<file path="config.mk">
export PLATFORM = sky130hd
export DESIGN_NAME = compact_int_decoder_top
export DESIGN_NICKNAME = d
export VERILOG_FILES = /design/src/rtl/cid_pkg.sv /design/src/rtl/cid_decode.sv /design/src/rtl/compact_int_decoder_top.sv
export SDC_FILE = /design/constraint.sdc
export NUM_CORES = 1
export LEC_CHECK = 0
export BUFFER_PORTS_ARGS = -buffer_cell sky130_fd_sc_hd__buf_2
export CORE_UTILIZATION = 35
export DETAILED_ROUTE_END_ITERATION = 6
export PLACE_DENSITY = 0.5
export SYNTH_ARGS = -nofsm -noshare
export SYNTH_HDL_FRONTEND = slang
export SYNTH_SLANG_ARGS = --single-unit
</file>
<file path="constraint.sdc">
create_clock -name clk_i -period 5.17 [get_ports clk_i]
set_input_delay 1.034 -clock clk_i [delete_from_list [all_inputs] [get_ports clk_i]]
set_output_delay 1.034 -clock clk_i [all_outputs]
set_load 0.02 [all_outputs]
</file>
<file path="src/rtl/cid_pkg.sv">
// ----------------------------------------------------------------------------
// cid_pkg: shared types and constants of the compact integer decoder
// Holds the code-state and result structs, format selectors and prefix codes.
// ----------------------------------------------------------------------------
package cid_pkg;

  localparam int unsigned ByteW  = 8;
  localparam int unsigned ValueW = 32;
  localparam int unsigned LenW   = 3;
  localparam int unsigned SeenW  = 3;

  // Format selector held in the mode register
  localparam logic MODE_COMPACT = 1'b0;
  localparam logic MODE_GROUP   = 1'b1;

  // Compact format prefix bytes
  localparam logic [ByteW-1:0] PREFIX_SHORT = 8'h80;
  localparam logic [ByteW-1:0] PREFIX_WIDE  = 8'h81;

  // Bits 28..31 set by a negative four-byte group code
  localparam logic [ValueW-1:0] GROUP_SIGN_MASK = 32'hF000_0000;

  // Code lengths in bytes
  localparam logic [LenW-1:0] LEN_ONE   = 3'd1;
  localparam logic [LenW-1:0] LEN_TWO   = 3'd2;
  localparam logic [LenW-1:0] LEN_THREE = 3'd3;
  localparam logic [LenW-1:0] LEN_FOUR  = 3'd4;
  localparam logic [LenW-1:0] LEN_FIVE  = 3'd5;

  // Code in progress
  typedef struct packed {
    logic [SeenW-1:0]  bytes_seen;
    logic [ValueW-1:0] partial_value;
    logic              wide_prefix;
  } cid_state_t;

  // One decoded value
  typedef struct packed {
    logic              valid;
    logic [ValueW-1:0] decoded_value;
    logic [LenW-1:0]   code_length;
  } cid_result_t;

endpackage

</file>
<file path="src/rtl/cid_decode.sv">
// ----------------------------------------------------------------------------
// cid_decode: single-byte decode step
// Combines one byte with the code in progress; gives the next code state and
// a result when the byte completes a code.
// ----------------------------------------------------------------------------
module cid_decode
  import cid_pkg::*;
(
  input  logic                 mode_i,
  input  logic [ByteW-1:0]     byte_i,
  input  cid_state_t           state_i,
  output cid_state_t           state_o,
  output cid_result_t          result_o
);

  logic [1:0]        lane;
  logic [ValueW-1:0] lane_word;
  logic [ValueW-1:0] gathered;
  logic [ValueW-1:0] grp;

  assign lane      = state_i.bytes_seen[1:0] - 2'd1;
  assign lane_word = {{(ValueW-ByteW){1'b0}}, byte_i} << {lane, 3'b000};
  assign gathered  = state_i.partial_value | lane_word;

  always_comb begin
    state_o  = state_i;
    result_o = '0;
    grp      = '0;
    if (mode_i == MODE_COMPACT) begin
      if (state_i.bytes_seen == '0) begin
        if (byte_i == PREFIX_SHORT || byte_i == PREFIX_WIDE) begin
          state_o.wide_prefix   = byte_i[0];
          state_o.partial_value = '0;
          state_o.bytes_seen    = 3'd1;
        end else begin
          result_o.valid         = 1'b1;
          result_o.decoded_value = {{(ValueW-ByteW){byte_i[ByteW-1]}}, byte_i};
          result_o.code_length   = LEN_ONE;
        end
      end else begin
        state_o.partial_value = gathered;
        state_o.bytes_seen    = state_i.bytes_seen + 3'd1;
        if (!state_i.wide_prefix && lane == 2'd1) begin
          result_o.valid         = 1'b1;
          result_o.decoded_value = {{16{gathered[15]}}, gathered[15:0]};
          result_o.code_length   = LEN_THREE;
        end else if (state_i.wide_prefix && lane == 2'd3) begin
          result_o.valid         = 1'b1;
          result_o.decoded_value = gathered;
          result_o.code_length   = LEN_FIVE;
        end
        if (result_o.valid) begin
          state_o = '0;
        end
      end
    end else begin
      unique case (state_i.bytes_seen)
        3'd0: begin
          if (!byte_i[7]) begin
            result_o.valid         = 1'b1;
            result_o.decoded_value = {{(ValueW-ByteW){1'b0}}, byte_i};
            result_o.code_length   = LEN_ONE;
          end else begin
            state_o.partial_value = {25'b0, byte_i[6:0]};
            state_o.bytes_seen    = 3'd1;
          end
        end
        3'd1: begin
          grp = state_i.partial_value | ({24'b0, byte_i} << 7);
          if (!grp[14]) begin
            result_o.valid         = 1'b1;
            result_o.decoded_value = grp;
            result_o.code_length   = LEN_TWO;
          end else begin
            grp[14]               = 1'b0;
            state_o.partial_value = grp;
            state_o.bytes_seen    = 3'd2;
          end
        end
        3'd2: begin
          grp = state_i.partial_value | ({24'b0, byte_i} << 14);
          if (!grp[21]) begin
            result_o.valid         = 1'b1;
            result_o.decoded_value = grp;
            result_o.code_length   = LEN_THREE;
          end else begin
            grp[21]               = 1'b0;
            state_o.partial_value = grp;
            state_o.bytes_seen    = 3'd3;
          end
        end
        default: begin
          // fourth byte is taken whole; bit 28 sign-extends
          grp = state_i.partial_value | ({24'b0, byte_i} << 21);
          if (grp[28]) begin
            grp = grp | GROUP_SIGN_MASK;
          end
          result_o.valid         = 1'b1;
          result_o.decoded_value = grp;
          result_o.code_length   = LEN_FOUR;
        end
      endcase
      if (result_o.valid) begin
        state_o = '0;
      end
    end
  end

endmodule

</file>
<file path="src/rtl/compact_int_decoder_top.sv">
// ----------------------------------------------------------------------------
// compact_int_decoder_top: variable-length 32-bit integer decoder
// Decodes a byte stream in signed prefix compact format or 7-bit group format
// and emits one word per completed code with its byte length.
// ----------------------------------------------------------------------------
//
//  channel | dir | handshake                    | payload
//  --------+-----+------------------------------+--------------------------------
//  s_axis  | in  | s_axis_tvalid / s_axis_tready | in_byte [7:0]
//  m_axis  | out | m_axis_tvalid / m_axis_tready | decoded_value [31:0],
//          |     |                              | code_length [34:32], zero [39:35]
//  cfg     | in  | cfg_we_i                     | format_mode = cfg_wdata_i
//
//  One byte is taken every cycle unless a stall on m_axis backs up into the
//  input register. A byte passes an input register and the result register,
//  and a completed code shows on m_axis from the result register; the
//  combinational decode step sits between the two registers.
//  A stall on m_axis holds the result register and backs up into the input
//  register only once both are full; ready on s_axis does not wait for idle.
//  Reset clears the code in progress, both valid flags and selects compact
//  format. A write to the mode register drops any code in progress.
//
module compact_int_decoder_top
  import cid_pkg::*;
(
  input  logic        clk_i,
  input  logic        rst_ni,
  // configuration
  input  logic        cfg_we_i,
  input  logic        cfg_wdata_i,     // format_mode
  // byte stream in
  input  logic        s_axis_tvalid,
  output logic        s_axis_tready,
  input  logic [7:0]  s_axis_tdata,    // [7:0] in_byte
  // decoded values out
  output logic        m_axis_tvalid,
  input  logic        m_axis_tready,
  output logic [39:0] m_axis_tdata     // [31:0] decoded_value, [34:32] code_length
);

  logic              mode_q;
  logic              in_valid_q;
  logic [ByteW-1:0]  in_byte_q;
  cid_state_t        state_q, state_d;
  cid_result_t       result_d;
  logic              out_valid_q;
  logic [ValueW-1:0] out_value_q;
  logic [LenW-1:0]   out_len_q;
  logic              advance;

  // Advance the held byte when the result register is free or being drained
  assign advance       = in_valid_q && (!out_valid_q || m_axis_tready);
  assign s_axis_tready = !in_valid_q || advance;

  cid_decode u_decode (
    .mode_i   (mode_q),
    .byte_i   (in_byte_q),
    .state_i  (state_q),
    .state_o  (state_d),
    .result_o (result_d)
  );

  // Mode register and code in progress
  always_ff @(posedge clk_i or negedge rst_ni) begin
    if (!rst_ni) begin
      mode_q  <= MODE_COMPACT;
      state_q <= '0;
    end else if (cfg_we_i) begin
      mode_q  <= cfg_wdata_i;
      state_q <= '0;
    end else if (advance) begin
      state_q <= state_d;
    end
  end

  // Input register
  always_ff @(posedge clk_i or negedge rst_ni) begin
    if (!rst_ni) begin
      in_valid_q <= 1'b0;
    end else if (s_axis_tready) begin
      in_valid_q <= s_axis_tvalid;
    end
  end

  always_ff @(posedge clk_i) begin
    if (s_axis_tvalid && s_axis_tready) begin
      in_byte_q <= s_axis_tdata;
    end
  end

  // Result register: load on a completed code, drop once taken
  always_ff @(posedge clk_i or negedge rst_ni) begin
    if (!rst_ni) begin
      out_valid_q <= 1'b0;
    end else if (advance && result_d.valid) begin
      out_valid_q <= 1'b1;
    end else if (m_axis_tready) begin
      out_valid_q <= 1'b0;
    end
  end

  always_ff @(posedge clk_i) begin
    if (advance && result_d.valid) begin
      out_value_q <= result_d.decoded_value;
      out_len_q   <= result_d.code_length;
    end
  end

  assign m_axis_tvalid = out_valid_q;
  assign m_axis_tdata  = {5'b0, out_len_q, out_value_q};

endmodule
</file>
==> insert_results.sql, run 1 <==
INSERT INTO impl_metrics (metric_group, metric, value, unit) VALUES
('grt', 'largest_net_degree_at_the_start_of_global_routing', '45', ''),
('final_layout', 'layout-drive-gt1-share', '17.5', '%'),
('sta', 'setup_viol', '0', ''),
('floorplan', 'num_rows', '39', ''),
('setup_path', 'cp.required', '5.38', 'ns'),
('pwr', 'maximum_vdd_drop', '0.000214', 'V'),
('sta', 'worst_max_slew_margin_expressed_relative_to_the_limit', '25.4', '%'),
('clocking', 'cts.repair.resized', '0', ''),
('run', 'drv_cap', '0', ''),
('floorplan', 'start_util', '36.5', '%'),
('logic_synthesis', 'synth_enable_flop_cells', '43', ''),
('logic_synthesis', 'ys_ff_latch', '82', ''),
('grt', 'gr-total-overflow', '0', ''),
('sta', 'grt_setup_unrepaired', 'no', ''),
('grt', 'grt.total_usage', '19.3', '%'),
('outcome', 'violated_checks', 'DRC', ''),
('clocking', 'clock_transition_at_the_registers_of_the_reported_paths', '0.06', 'ns'),
('place', 'dpl-instance-area', '4540', 'um2'),
('routing', 'detail_route.wl_per_cell', '19.4', 'um'),
('routing', 'post_drt_via_cell_ratio', '5.94', ''),
('clocking', 'cts_tree', 'yes', ''),
('setup_path', 'critical_path.most_common_cell', 'nor2_1', ''),
('setup_path', 'critical_path_arrival', '3.33', 'ns'),
('routing', 'first_iter_violations', '357', ''),
('routing', 'drt_pre_antenna_iters', '7', ''),
('setup_path', 'critical_path_buf_inv_count', '2', ''),
('sta', 'layout_min_cycle_time', '3.13', 'ns'),
('setup_path', 'critPathTopFamily', 'simple AND/OR/NAND/NOR gates', ''),
('floorplan', 'floorplan.io_pins', '56', ''),
('sta', 'timing_max_transition_violations_final', '0', ''),
('place', 'placement.io_buffers', '50', ''),
('setup_path', 'setup.worst_path.start_class', 'flip-flop', ''),
('grt', 'number_of_global_route_vias_before_repair', '3312', ''),
('routing', 'via_count', '3526', ''),
('routing', 'routed_wl', '11.6', 'mm'),
('setup_path', 'worstSetupPathType', 'flip-flop to flip-flop', ''),
('clocking', 'cts-buffers-inserted', '9', ''),
('clocking', 'cts_post_setup_buffers_inserted', '0', ''),
('clocking', 'clock_latency', '0.34', 'ns'),
('logic_synthesis', 'syn_area_per_cell', '10.2', 'um2'),
('logic_synthesis', 'syn-cell-area', '4240', 'um2'),
('final_layout', 'nets', '465', ''),
('setup_path', 'cp.depth', '8', ''),
('logic_synthesis', 'yosysWarningCount', '0', ''),
('grt', 'first_pass_grt_wire_length', '18.7', 'mm'),
('floorplan', 'die_height', '112', 'um'),
('sta', 'tns', '0', 'ns'),
('floorplan', 'die_footprint', '12600', 'um2'),
('clocking', 'ctsRootBufferMaster', 'clkbuf_16', ''),
('setup_path', 'crit_path_cells', 'inv_1 > ha_1 > nor3b_1 > nor2_1 > nand3_1 > buf_4 > and3_1 > nor2_1', ''),
('clocking', 'postCtsHoldBufs', '0', ''),
('sta', 'fmax', '320', 'MHz'),
('setup_path', 'r2r.worst_path.cells', '8', ''),
('clocking', 'max-clock-path-buffers', '2', ''),
('pwr', 'powerDensity', '661', 'nW/um2'),
('floorplan', 'core_area', '11600', 'um2'),
('routing', 'antenna_left', '0', ''),
('routing', 'drc_errors', '1', ''),
('outcome', 'status', 'finished, violations left', ''),
('logic_synthesis', 'most_used_dff_post_synth', 'edfxtp_1', ''),
('sta', 'worst-slew-pin-transition', '1.12', 'ns'),
('final_layout', 'area_delta_synth_final', '14.1', '%'),
('hold_path', 'hp-class', 'flip-flop to flip-flop', ''),
('setup_path', 'critical_path.max_fanout', '20', ''),
('setup_path', 'cp_slowest_stage_delay', '0.56', 'ns'),
('final_layout', 'design_area', '4840', 'um2'),
('logic_synthesis', 'synthDistinctLibCells', '48', ''),
('clocking', 'clock_sinks', '82', ''),
('final_layout', 'antenna_diode_count', '0', ''),
('clocking', 'htree_num_levels', '3', ''),
('place', 'hpwlAfterDp', '7.13', 'mm'),
('hold_path', 'timing.hold.worst_path_depth', '2', ''),
('sta', 'worst_hold_slack', '0.539', 'ns'),
('floorplan', 'dieWidth', '112', 'um'),
('place', 'place.gp.congestion', '0.870', ''),
('logic_synthesis', 'postSynthCellCount', '418', ''),
('sta', 'clock-skew-final', '0.00566', 'ns'),
('setup_path', 'worstSetupEndpointType', 'flip-flop', ''),
('logic_synthesis', 'yosysSeqAreaShare', '53.4', '%'),
('sta', 'timing.final.crit_share', '60.5', '%'),
('setup_path', 'worst_path_max_delay_cell', 'nand3_1', ''),
('grt', 'number_of_antenna_violations_at_the_first_check_in_global_routing', '0', ''),
('logic_synthesis', 'post_synth_arst_share', '47.6', '%'),
('pwr', 'power_leakage', '1.93', 'nW'),
('sta', 'hold_violations', '0', '');
[Yosys cell counts (all sizes together), types with 6 or more instances]
library cell / number / area share [%]
nand2: 13 / 1.2
o221ai: 26 / 5.4
edfxtp: 43 / 30
nand2b: 7 / 1.0
o21ai: 8 / 0.94
nor2: 58 / 5.1
o22a: 13 / 2.7
inv: 8 / 0.71
buf: 14 / 2.0
a22o: 7 / 1.4
dfrtp: 39 / 23
and2: 6 / 0.88
a21oi: 85 / 10
clkbuf: 26 / 2.3
a41oi: 11 / 2.3
[state kept, by name, indices dropped and copies added, names as in the netlist]
register	flops
in_byte_q	8
in_valid_q	1
m_axis_tvalid	1
mode_q	1
out_len_q	3
out_value_q	32
state_q	36
[through the flow]
stage | std cells | power (W) | setup slack (ns) | util, %
global placement | 578 | 0.00253 | 2.00 | 39.1
global route | 594 | 0.00342 | 1.82 | 41.7
detailed placement | 578 | 0.00255 | 1.92 | 39.1
floorplan | 422 | 0.00216 | 1.55 | -
CTS | 594 | 0.00322 | 2.07 | 41.7
finish | 594 | 0.00320 | 2.04 | 41.7
[per-layer routing]
| metal | up-vias | part of all wire (%) | global-route usage, % |
|---|---|---|---|
| met5 | - | 0 | 0 |
| met4 | 0 | 1.7 | 6.40 |
| met3 | 14 | 7.3 | 3.62 |
| met2 | 150 | 45 | 29.6 |
| met1 | 1729 | 46 | 27.5 |
| li1 | 1633 | - | - |
[final timing paths]
path | slack, ns | to | startpoint
max | 2.04 | state_q[26] | state_q[33]
min reg2reg | 0.54 | state_q[31] | state_q[31]
min | 0.54 | state_q[31] | state_q[31]
max in group asynchronous | 3.70 | state_q[1] | rst_ni
min in group asynchronous | 0.84 | state_q[3] | rst_ni
max reg2reg | 2.04 | state_q[26] | state_q[33]
[cell families after synthesis]
kind of cell,count (synthesis),share of synthesized area (%)
flip-flops,82,53.4
buffers and inverters,48,4.98
AO/OA/AOI/OAI,169,26.6
adder cells (fa/ha/maj),5,1.47
AND/OR/NAND/NOR,111,12.9
multiplexers,2,0.531
other,1,0.0884
[placed cells by master, fill, tap and decap left out, types with 3 or more instances in the layout]
cell type / Yosys / layout
nor3b_1: 3 / 3
dfrtp_1: 39 / 39
buf_2: 7 / 50
o22a_1: 13 / 13
buf_4: 6 / 3
a22o_1: 7 / 7
a41oi_1: 11 / 11
nand2_1: 12 / 12
o21ai_0: 6 / 6
clkbuf_16: 0 / 9
inv_1: 8 / 8
nor3_1: 5 / 5
nand2b_1: 7 / 7
a21oi_1: 85 / 85
a22oi_1: 3 / 3
o21a_1: 3 / 3
nand3_1: 5 / 5
edfxtp_1: 43 / 43
conb_1: 1 / 5
o221ai_1: 26 / 26
ha_1: 5 / 5
nor2_1: 58 / 57
and2_1: 6 / 6
[power breakdown]
part / total [W] / internal [W] / switching [W] / leakage (nW)
Combinational: 0.00138 / 0.000463 / 0.000920 / 0.859
Sequential: 0.00116 / 0.000993 / 0.000169 / 0.924
Clock: 0.000658 / 0.000400 / 0.000259 / 0.145
Total: 0.00320 / 0.00186 / 0.00135 / 1.93
[worst min-delay path, stage by stage, from the launching register on]
cell and delay, ns:
dfrtp_1 0.37, a41oi_1 0.05, nor2_1 0.08
[final cells by class]
| cell class | count | area (um2) |
|---|---|---|
| clock inverter | 4 | 50.0 |
| inverter | 8 | 30.0 |
| timing repair buffer | 53 | 273 |
| tap | 143 | 179 |
| multi-input combinational | 292 | 1790 |
| sequential | 82 | 2270 |
| clock buffer | 12 | 256 |
| fill | 1117 | 6770 |
Power figures use the tool's default switching activity.
==> run 2, diff against run 1 <==
PLACE_DENSITY = 0.52   (was 0.5)
clock period = 2.69 ns   (was 5.17 ns; I/O delays follow)
==> run 2 against run 1 <==
The run still ends with DRC left. Clock power is 98% higher. Via count is 3.6% higher. Design area is 5.0% higher. Combinational power is 110% higher. First-iteration DRC count is 20% higher. Hold slack worse by 0.19 ns. Clock skew is 0.00067 ns higher. Critical path type unchanged. Critical endpoint is now state_q[8]. Largest cell class unchanged. Largest power group unchanged. Highest routed layer unchanged.
==> insert_results.sql, run 2 (synthesis results as in run 1) <==
INSERT INTO impl_metrics (metric_group, metric, value, unit) VALUES
('pwr', 'cellInternalPower', '0.00377', 'W'),
('final_layout', 'final_common_cell', 'a21oi_1', ''),
('pwr', 'powerDensity', '1260', 'nW/um2'),
('routing', 'post_drt_via_cell_ratio', '5.89', ''),
('place', 'placement.io_buffers', '50', ''),
('clocking', 'cts_post_setup_buffers_inserted', '0', ''),
('setup_path', 'setup.worst_path.start_class', 'flip-flop', ''),
('pwr', 'maximum_vdd_drop', '0.000345', 'V'),
('floorplan', 'num_rows', '39', ''),
('routing', 'antenna_left', '0', ''),
('final_layout', 'area_delta_synth_final', '19.8', '%'),
('final_layout', 'layout-drive-gt1-share', '22.2', '%'),
('setup_path', 'r2r.worst_path.cells', '8', ''),
('sta', 'timing.final.crit_share', '93.1', '%'),
('setup_path', 'critical_path_arrival', '2.79', 'ns'),
('pwr', 'pwr-share-seq', '34.0', '%'),
('sta', 'tns', '0', 'ns'),
('final_layout', 'largest_register_ff_count', '36', ''),
('sta', 'fmax', '399', 'MHz'),
('floorplan', 'die_height', '112', 'um'),
('sta', 'fin_ws', '0.186', 'ns'),
('outcome', 'violated_checks', 'DRC', ''),
('setup_path', 'reg2reg_setup_slack', '0.19', 'ns'),
('setup_path', 'timing.critical_path.from', 'state_q[33]', ''),
('setup_path', 'cp.required', '2.97', 'ns'),
('routing', 'drc_errors', '6', ''),
('sta', 'worst_hold_slack', '0.350', 'ns'),
('routing', 'drt_pre_antenna_iters', '7', ''),
('routing', 'via_count', '3653', ''),
('place', 'dpl-instance-area', '4770', 'um2'),
('final_layout', 'max_flop_register', 'state_q', ''),
('outcome', 'status', 'finished, violations left', ''),
('place', 'hpwlAfterDp', '7.59', 'mm'),
('grt', 'grt.total_usage', '19.6', '%'),
('grt', 'first_pass_grt_wire_length', '18.6', 'mm'),
('grt', 'largest_net_degree_at_the_start_of_global_routing', '40', ''),
('pwr', 'switching_power', '0.00266', 'W'),
('place', 'place_ws', '0.248', 'ns'),
('routing', 'routed_wl', '11.8', 'mm'),
('grt', 'number_of_antenna_violations_at_the_first_check_in_global_routing', '0', ''),
('clocking', 'max-clock-path-buffers', '2', ''),
('final_layout', 'layout.core_utilization', '43.8', '%'),
('setup_path', 'critical_path.endpoint', 'state_q[8]', ''),
('clocking', 'htree_num_levels', '3', ''),
('final_layout', 'fillCellCount', '1078', ''),
('place', 'place.gp.congestion', '0.861', ''),
('sta', 'worst_max_slew_margin_expressed_relative_to_the_limit', '33.1', '%'),
('sta', 'layout_min_cycle_time', '2.50', 'ns'),
('routing', 'first_iter_violations', '430', ''),
('final_layout', 'nets', '491', ''),
('pwr', 'netSwitchingFraction', '41.3', '%'),
('clocking', 'cts_tree', 'yes', ''),
('floorplan', 'floorplan.io_pins', '56', ''),
('sta', 'grt_setup_unrepaired', 'no', ''),
('setup_path', 'critical_path.max_fanout', '13', ''),
('routing', 'detail_route.wl_per_cell', '19.0', 'um'),
('sta', 'timing_max_transition_violations_final', '0', ''),
('clocking', 'clock_transition_at_the_registers_of_the_reported_paths', '0.06', 'ns'),
('setup_path', 'worstSetupEndpointType', 'flip-flop', ''),
('clocking', 'cts-buffers-inserted', '9', ''),
('run', 'drv_cap', '0', ''),
('hold_path', 'hp-class', 'primary input to asynchronous set/reset pin', ''),
('final_layout', 'antenna_diode_count', '0', ''),
('final_layout', 'mostFrequentLayoutCells', '85 x a21oi_1, 57 x nor2_1, 50 x buf_2, 43 x edfxtp_1, 39 x dfrtp_1', ''),
('floorplan', 'dieWidth', '112', 'um'),
('clocking', 'postCtsHoldBufs', '0', ''),
('final_layout', 'design_area', '5080', 'um2'),
('floorplan', 'start_util', '36.5', '%'),
('setup_path', 'capture_point_of_the_worst_reg_to_reg_path', 'state_q[8]', ''),
('final_layout', 'biggestRegsByFlops', 'state_q x36, out_value_q x32, in_byte_q x8', ''),
('clocking', 'clock_latency', '0.34', 'ns'),
('pwr', 'logic_gate_share_of_total_power', '45.7', '%'),
('grt', 'number_of_global_route_vias_before_repair', '3477', ''),
('floorplan', 'die_footprint', '12600', 'um2'),
('clocking', 'cts.repair.resized', '0', ''),
('setup_path', 'regToRegStartpoint', 'state_q[33]', ''),
('sta', 'clock-skew-final', '0.00633', 'ns'),
('floorplan', 'core_area', '11600', 'um2'),
('clocking', 'clock_sinks', '82', ''),
('clocking', 'ctsRootBufferMaster', 'clkbuf_16', ''),
('sta', 'hold_violations', '0', ''),
('pwr', 'power_leakage', '2.08', 'nW'),
('grt', 'gr-total-overflow', '0', ''),
('pwr', 'p_clk_share', '20.3', '%'),
('setup_path', 'worstSetupPathType', 'flip-flop to flip-flop', ''),
('sta', 'setup_viol', '0', ''),
('sta', 'worst-slew-pin-transition', '0.996', 'ns');
run 2: changes by cell type in the layout (fill, tap and decap cells not counted), sizes merged:
cell | before | now
buf | 53 | 79
clkinv | 1 | 3
clkinvlp | 2 | 0
run 2: power groups by stage:
| stage | combinational [W] | sequential [W] | clock [W] |
|---|---|---|---|
| after floorplan | 0.00174 | 0.00243 | 0 |
| after global placement | 0.00288 | 0.00219 | 0 |
| after detailed placement | 0.00290 | 0.00221 | 0 |
| after CTS | 0.00292 | 0.00219 | 0.00132 |
| after global routing | 0.00321 | 0.00225 | 0.00137 |
| final | 0.00294 | 0.00219 | 0.00130 |
run 2: metal layers:
| layer | vias up | part of all wire (%) | global-route usage (%) |
|---|---|---|---|
| li1 | 1683 | - | - |
| met1 | 1792 | 46 | 26.1 |
| met2 | 158 | 46 | 30.7 |
| met3 | 20 | 5.8 | 3.40 |
| met4 | 0 | 2.5 | 10.3 |
| met5 | - | 0 | 0 |
run 2: how the worst min path moves through the flow:
| stage | from | endpoint | slack (ns) | cells after the start |
|---|---|---|---|---|
| finish | rst_ni | state_q[28] | 0.35 | 1 |
| global route | s_axis_tdata[2] | in_byte_q[2] | 0.36 | 1 |
| CTS | s_axis_tdata[1] | in_byte_q[1] | 0.36 | 1 |
| detailed placement | state_q[23] | state_q[23] | 0.52 | 2 |
| global placement | state_q[23] | state_q[23] | 0.51 | 2 |
| floorplan | rst_ni | in_valid_q | 0.24 | 0 |
run 2: final cells by class:
class                           instances  area (um2)  area share, %
Clock buffer                           12         267           5.24
Clock inverter                          4        48.8          0.960
Multi-Input combinational cell        292        1790           35.2
Tap cell                              143         179           3.52
Timing Repair Buffer                   79         505           9.94
Sequential cell                        82        2270           44.6
Inverter                                8        30.0          0.591
run 2: metrics by stage:
stage | total power (W) | cells
finish | 0.00643 | 620
global route | 0.00683 | 620
CTS | 0.00642 | 620
detailed placement | 0.00511 | 604
global placement | 0.00507 | 604
floorplan | 0.00417 | 422
run 2: critical path: stages, from the launching register on:
cell and delay, ns:
dfrtp_1 0.44, inv_1 0.14, ha_1 0.30, nor3b_1 0.18, nor2_1 0.33, nand3_1 0.39, buf_4 0.34, a21oi_1 0.17
o22a_1 0.15
==> run 3, diff against run 2 <==
CORE_ASPECT_RATIO = 1.4   (was default)
RECOVER_POWER = 50   (was default)
==> run 3 against run 2 <==
The flow now finishes without violations. Total power down 4.2%. Setup slack better by 0.031 ns. Hold slack better by 0.024 ns. Clock power down 15%. Sequential share of layout area up 0.78 points.
==> insert_results.sql, run 3 (synthesis results as in run 1) <==
INSERT INTO impl_metrics (metric_group, metric, value, unit) VALUES
('final_layout', 'final_common_cell', 'a21oi_1', ''),
('place', 'placement.io_buffers', '50', ''),
('routing', 'drc_errors', '0', ''),
('setup_path', 'worst_path_max_delay_cell', 'nor3b_1', ''),
('grt', 'grt.busiest_layer', 'met2', ''),
('clocking', 'cts-buffers-inserted', '9', ''),
('final_layout', 'layout-drive-gt1-share', '14.2', '%'),
('sta', 'worst_max_slew_margin_expressed_relative_to_the_limit', '26.6', '%'),
('clocking', 'ctsRootBufferMaster', 'clkbuf_16', ''),
('setup_path', 'critical_path_arrival', '2.68', 'ns'),
('pwr', 'powerDensity', '1230', 'nW/um2'),
('setup_path', 'setup.worst_path.start_class', 'flip-flop', ''),
('sta', 'grt_setup_unrepaired', 'no', ''),
('routing', 'detail_route.wl_per_cell', '19.0', 'um'),
('place', 'place_ws', '0.230', 'ns'),
('sta', 'hold_violations', '0', ''),
('clocking', 'clock_sinks', '82', ''),
('floorplan', 'die_footprint', '12600', 'um2'),
('clocking', 'postCtsHoldBufs', '0', ''),
('pwr', 'maximum_vdd_drop', '0.000390', 'V'),
('final_layout', 'max_flop_register', 'state_q', ''),
('clocking', 'cts_post_setup_buffers_inserted', '0', ''),
('setup_path', 'cp.required', '2.90', 'ns'),
('routing', 'post_drt_via_cell_ratio', '5.80', ''),
('grt', 'grtUsageMet1', '26.0', '%'),
('sta', 'setup_viol', '0', ''),
('setup_path', 'critical_path_buf_inv_count', '2', ''),
('routing', 'drt_pre_antenna_iters', '5', ''),
('setup_path', 'critical_path.max_fanout', '8', ''),
('hold_path', 'timing.hold.worst_path_depth', '1', ''),
('pwr', 'totalPowerFinal', '0.00616', 'W'),
('grt', 'grtUsageMet2', '32.4', '%'),
('final_layout', 'layoutNonFillerInstCount', '625', ''),
('final_layout', 'mostFrequentLayoutCells', '85 x a21oi_1, 57 x nor2_1, 43 x edfxtp_1, 39 x clkbuf_1, 39 x dfrtp_1', ''),
('routing', 'routed_wl', '11.9', 'mm'),
('sta', 'clock-skew-final', '0.00810', 'ns'),
('routing', 'via_count', '3628', ''),
('grt', 'grt.total_usage', '20.0', '%'),
('final_layout', 'design_area', '5000', 'um2'),
('final_layout', 'area_delta_synth_final', '17.7', '%'),
('grt', 'number_of_antenna_violations_at_the_first_check_in_global_routing', '0', ''),
('setup_path', 'cp.depth', '8', ''),
('place', 'dpl-instance-area', '4780', 'um2'),
('sta', 'layout_min_cycle_time', '2.47', 'ns'),
('grt', 'globalRouteMet3Util', '3.52', '%'),
('floorplan', 'dieWidth', '95.1', 'um'),
('setup_path', 'worstSetupEndpointType', 'flip-flop', ''),
('floorplan', 'start_util', '35.9', '%'),
('floorplan', 'core_area', '11800', 'um2'),
('sta', 'tns', '0', 'ns'),
('routing', 'first_iter_violations', '306', ''),
('clocking', 'clock_transition_at_the_registers_of_the_reported_paths', '0.06', 'ns'),
('sta', 'fin_ws', '0.217', 'ns'),
('pwr', 'power_leakage', '1.95', 'nW'),
('final_layout', 'antenna_diode_count', '0', ''),
('pwr', 'cellInternalPower', '0.00356', 'W'),
('place', 'place.gp.congestion', '0.909', ''),
('clocking', 'max-clock-path-buffers', '2', ''),
('grt', 'first_pass_grt_wire_length', '18.9', 'mm'),
('sta', 'timing.final.crit_share', '91.9', '%'),
('grt', 'number_of_global_route_vias_before_repair', '3513', ''),
('clocking', 'htree_num_levels', '3', ''),
('pwr', 'switching_power', '0.00260', 'W'),
('floorplan', 'floorplan.io_pins', '56', ''),
('floorplan', 'num_rows', '47', ''),
('pwr', 'logic_gate_share_of_total_power', '46.3', '%'),
('setup_path', 'crit_path_cells', 'inv_1 > ha_1 > nor3b_1 > nor2_1 > nand3_1 > buf_4 > and2_1 > a21oi_1', ''),
('pwr', 'netSwitchingFraction', '42.3', '%'),
('grt', 'largest_net_degree_at_the_start_of_global_routing', '40', ''),
('setup_path', 'r2r.worst_path.cells', '8', ''),
('place', 'place_inst', '610', ''),
('setup_path', 'critPathTopFamily', 'simple AND/OR/NAND/NOR gates', ''),
('final_layout', 'biggestRegsByFlops', 'state_q x36, out_value_q x32, in_byte_q x8', ''),
('final_layout', 'largest_register_ff_count', '36', ''),
('grt', 'gr-total-overflow', '0', ''),
('setup_path', 'cp_slowest_stage_delay', '0.45', 'ns'),
('sta', 'timing_max_transition_violations_final', '0', ''),
('routing', 'antenna_left', '0', ''),
('place', 'hpwlAfterDp', '7.87', 'mm'),
('sta', 'worst-slew-pin-transition', '1.10', 'ns'),
('pwr', 'p_clk_share', '17.9', '%'),
('run', 'drv_cap', '0', ''),
('pwr', 'pwr-share-seq', '35.7', '%'),
('clocking', 'clock_latency', '0.34', 'ns'),
('sta', 'fmax', '404', 'MHz'),
('hold_path', 'hp-class', 'primary input to flip-flop', ''),
('final_layout', 'nets', '493', ''),
('setup_path', 'worstSetupPathType', 'flip-flop to flip-flop', ''),
('floorplan', 'die_height', '132', 'um'),
('outcome', 'status', 'completed', ''),
('clocking', 'cts_tree', 'yes', '');
run 3: changes by cell type in the layout (fill, tap and decap cells not counted):
cell | previous run | this run
or2_2 | 2 | 1
and2_0 | 0 | 1
clkbuf_2 | 0 | 1
buf_12 | 3 | 2
or2_4 | 0 | 1
clkbuf_1 | 0 | 39
clkinvlp_4 | 0 | 1
clkinv_4 | 1 | 0
buf_4 | 26 | 29
buf_2 | 50 | 12
bufinv_16 | 1 | 0
clkbuf_8 | 3 | 1
and2_1 | 6 | 5
run 3: stage by stage:
stage,utilization [%],hold slack (ns)
floorplan,-,0.242
global placement,40.4,0.504
detailed placement,40.4,0.514
CTS,42.6,0.361
global route,42.3,0.365
finish,42.3,0.374
run 3: metal layers:
layer / part of all wire (%) / wire length (um) / vias up
met5: 0 / 0 / -
met4: 2.1 / 245 / 0
met3: 5.0 / 593 / 15
met2: 51 / 6120 / 156
met1: 41 / 4930 / 1776
li1: - / - / 1681
run 3: final timing paths:
kind                                 start      endpoint  slack [ns]
max                            state_q[33]    state_q[1]        0.22
min                        s_axis_tdata[5]  in_byte_q[5]        0.37
max reg2reg                    state_q[33]    state_q[1]        0.22
min reg2reg                    state_q[28]   state_q[28]        0.53
max in group asynchronous           rst_ni   state_q[35]        1.61
min in group asynchronous           rst_ni   state_q[21]        0.38
run 3: power by group through the flow:
stage	clock (W)	sequential, W	combinational [W]
final	0.00111	0.00220	0.00285
after global routing	0.00119	0.00225	0.00313
after CTS	0.00114	0.00219	0.00290
after detailed placement	0	0.00221	0.00289
after global placement	0	0.00220	0.00286
after floorplan	0	0.00243	0.00174
run 3: what timing repair did:
item | in CTS | in global routing
setup endpoints to repair | 0 | 35
resized for setup | 0 | 1
endpoints found under the hold margin | 0 | 0
run 3: layout make-up:
type / count / area (um2)
multi-input combinational: 292 / 1790
timing repair buffer: 81 / 462
tap: 147 / 184
clock inverter: 3 / 17.5
clock buffer: 12 / 246
sequential: 82 / 2270
inverter: 8 / 30.0
fill: 1163 / 6820
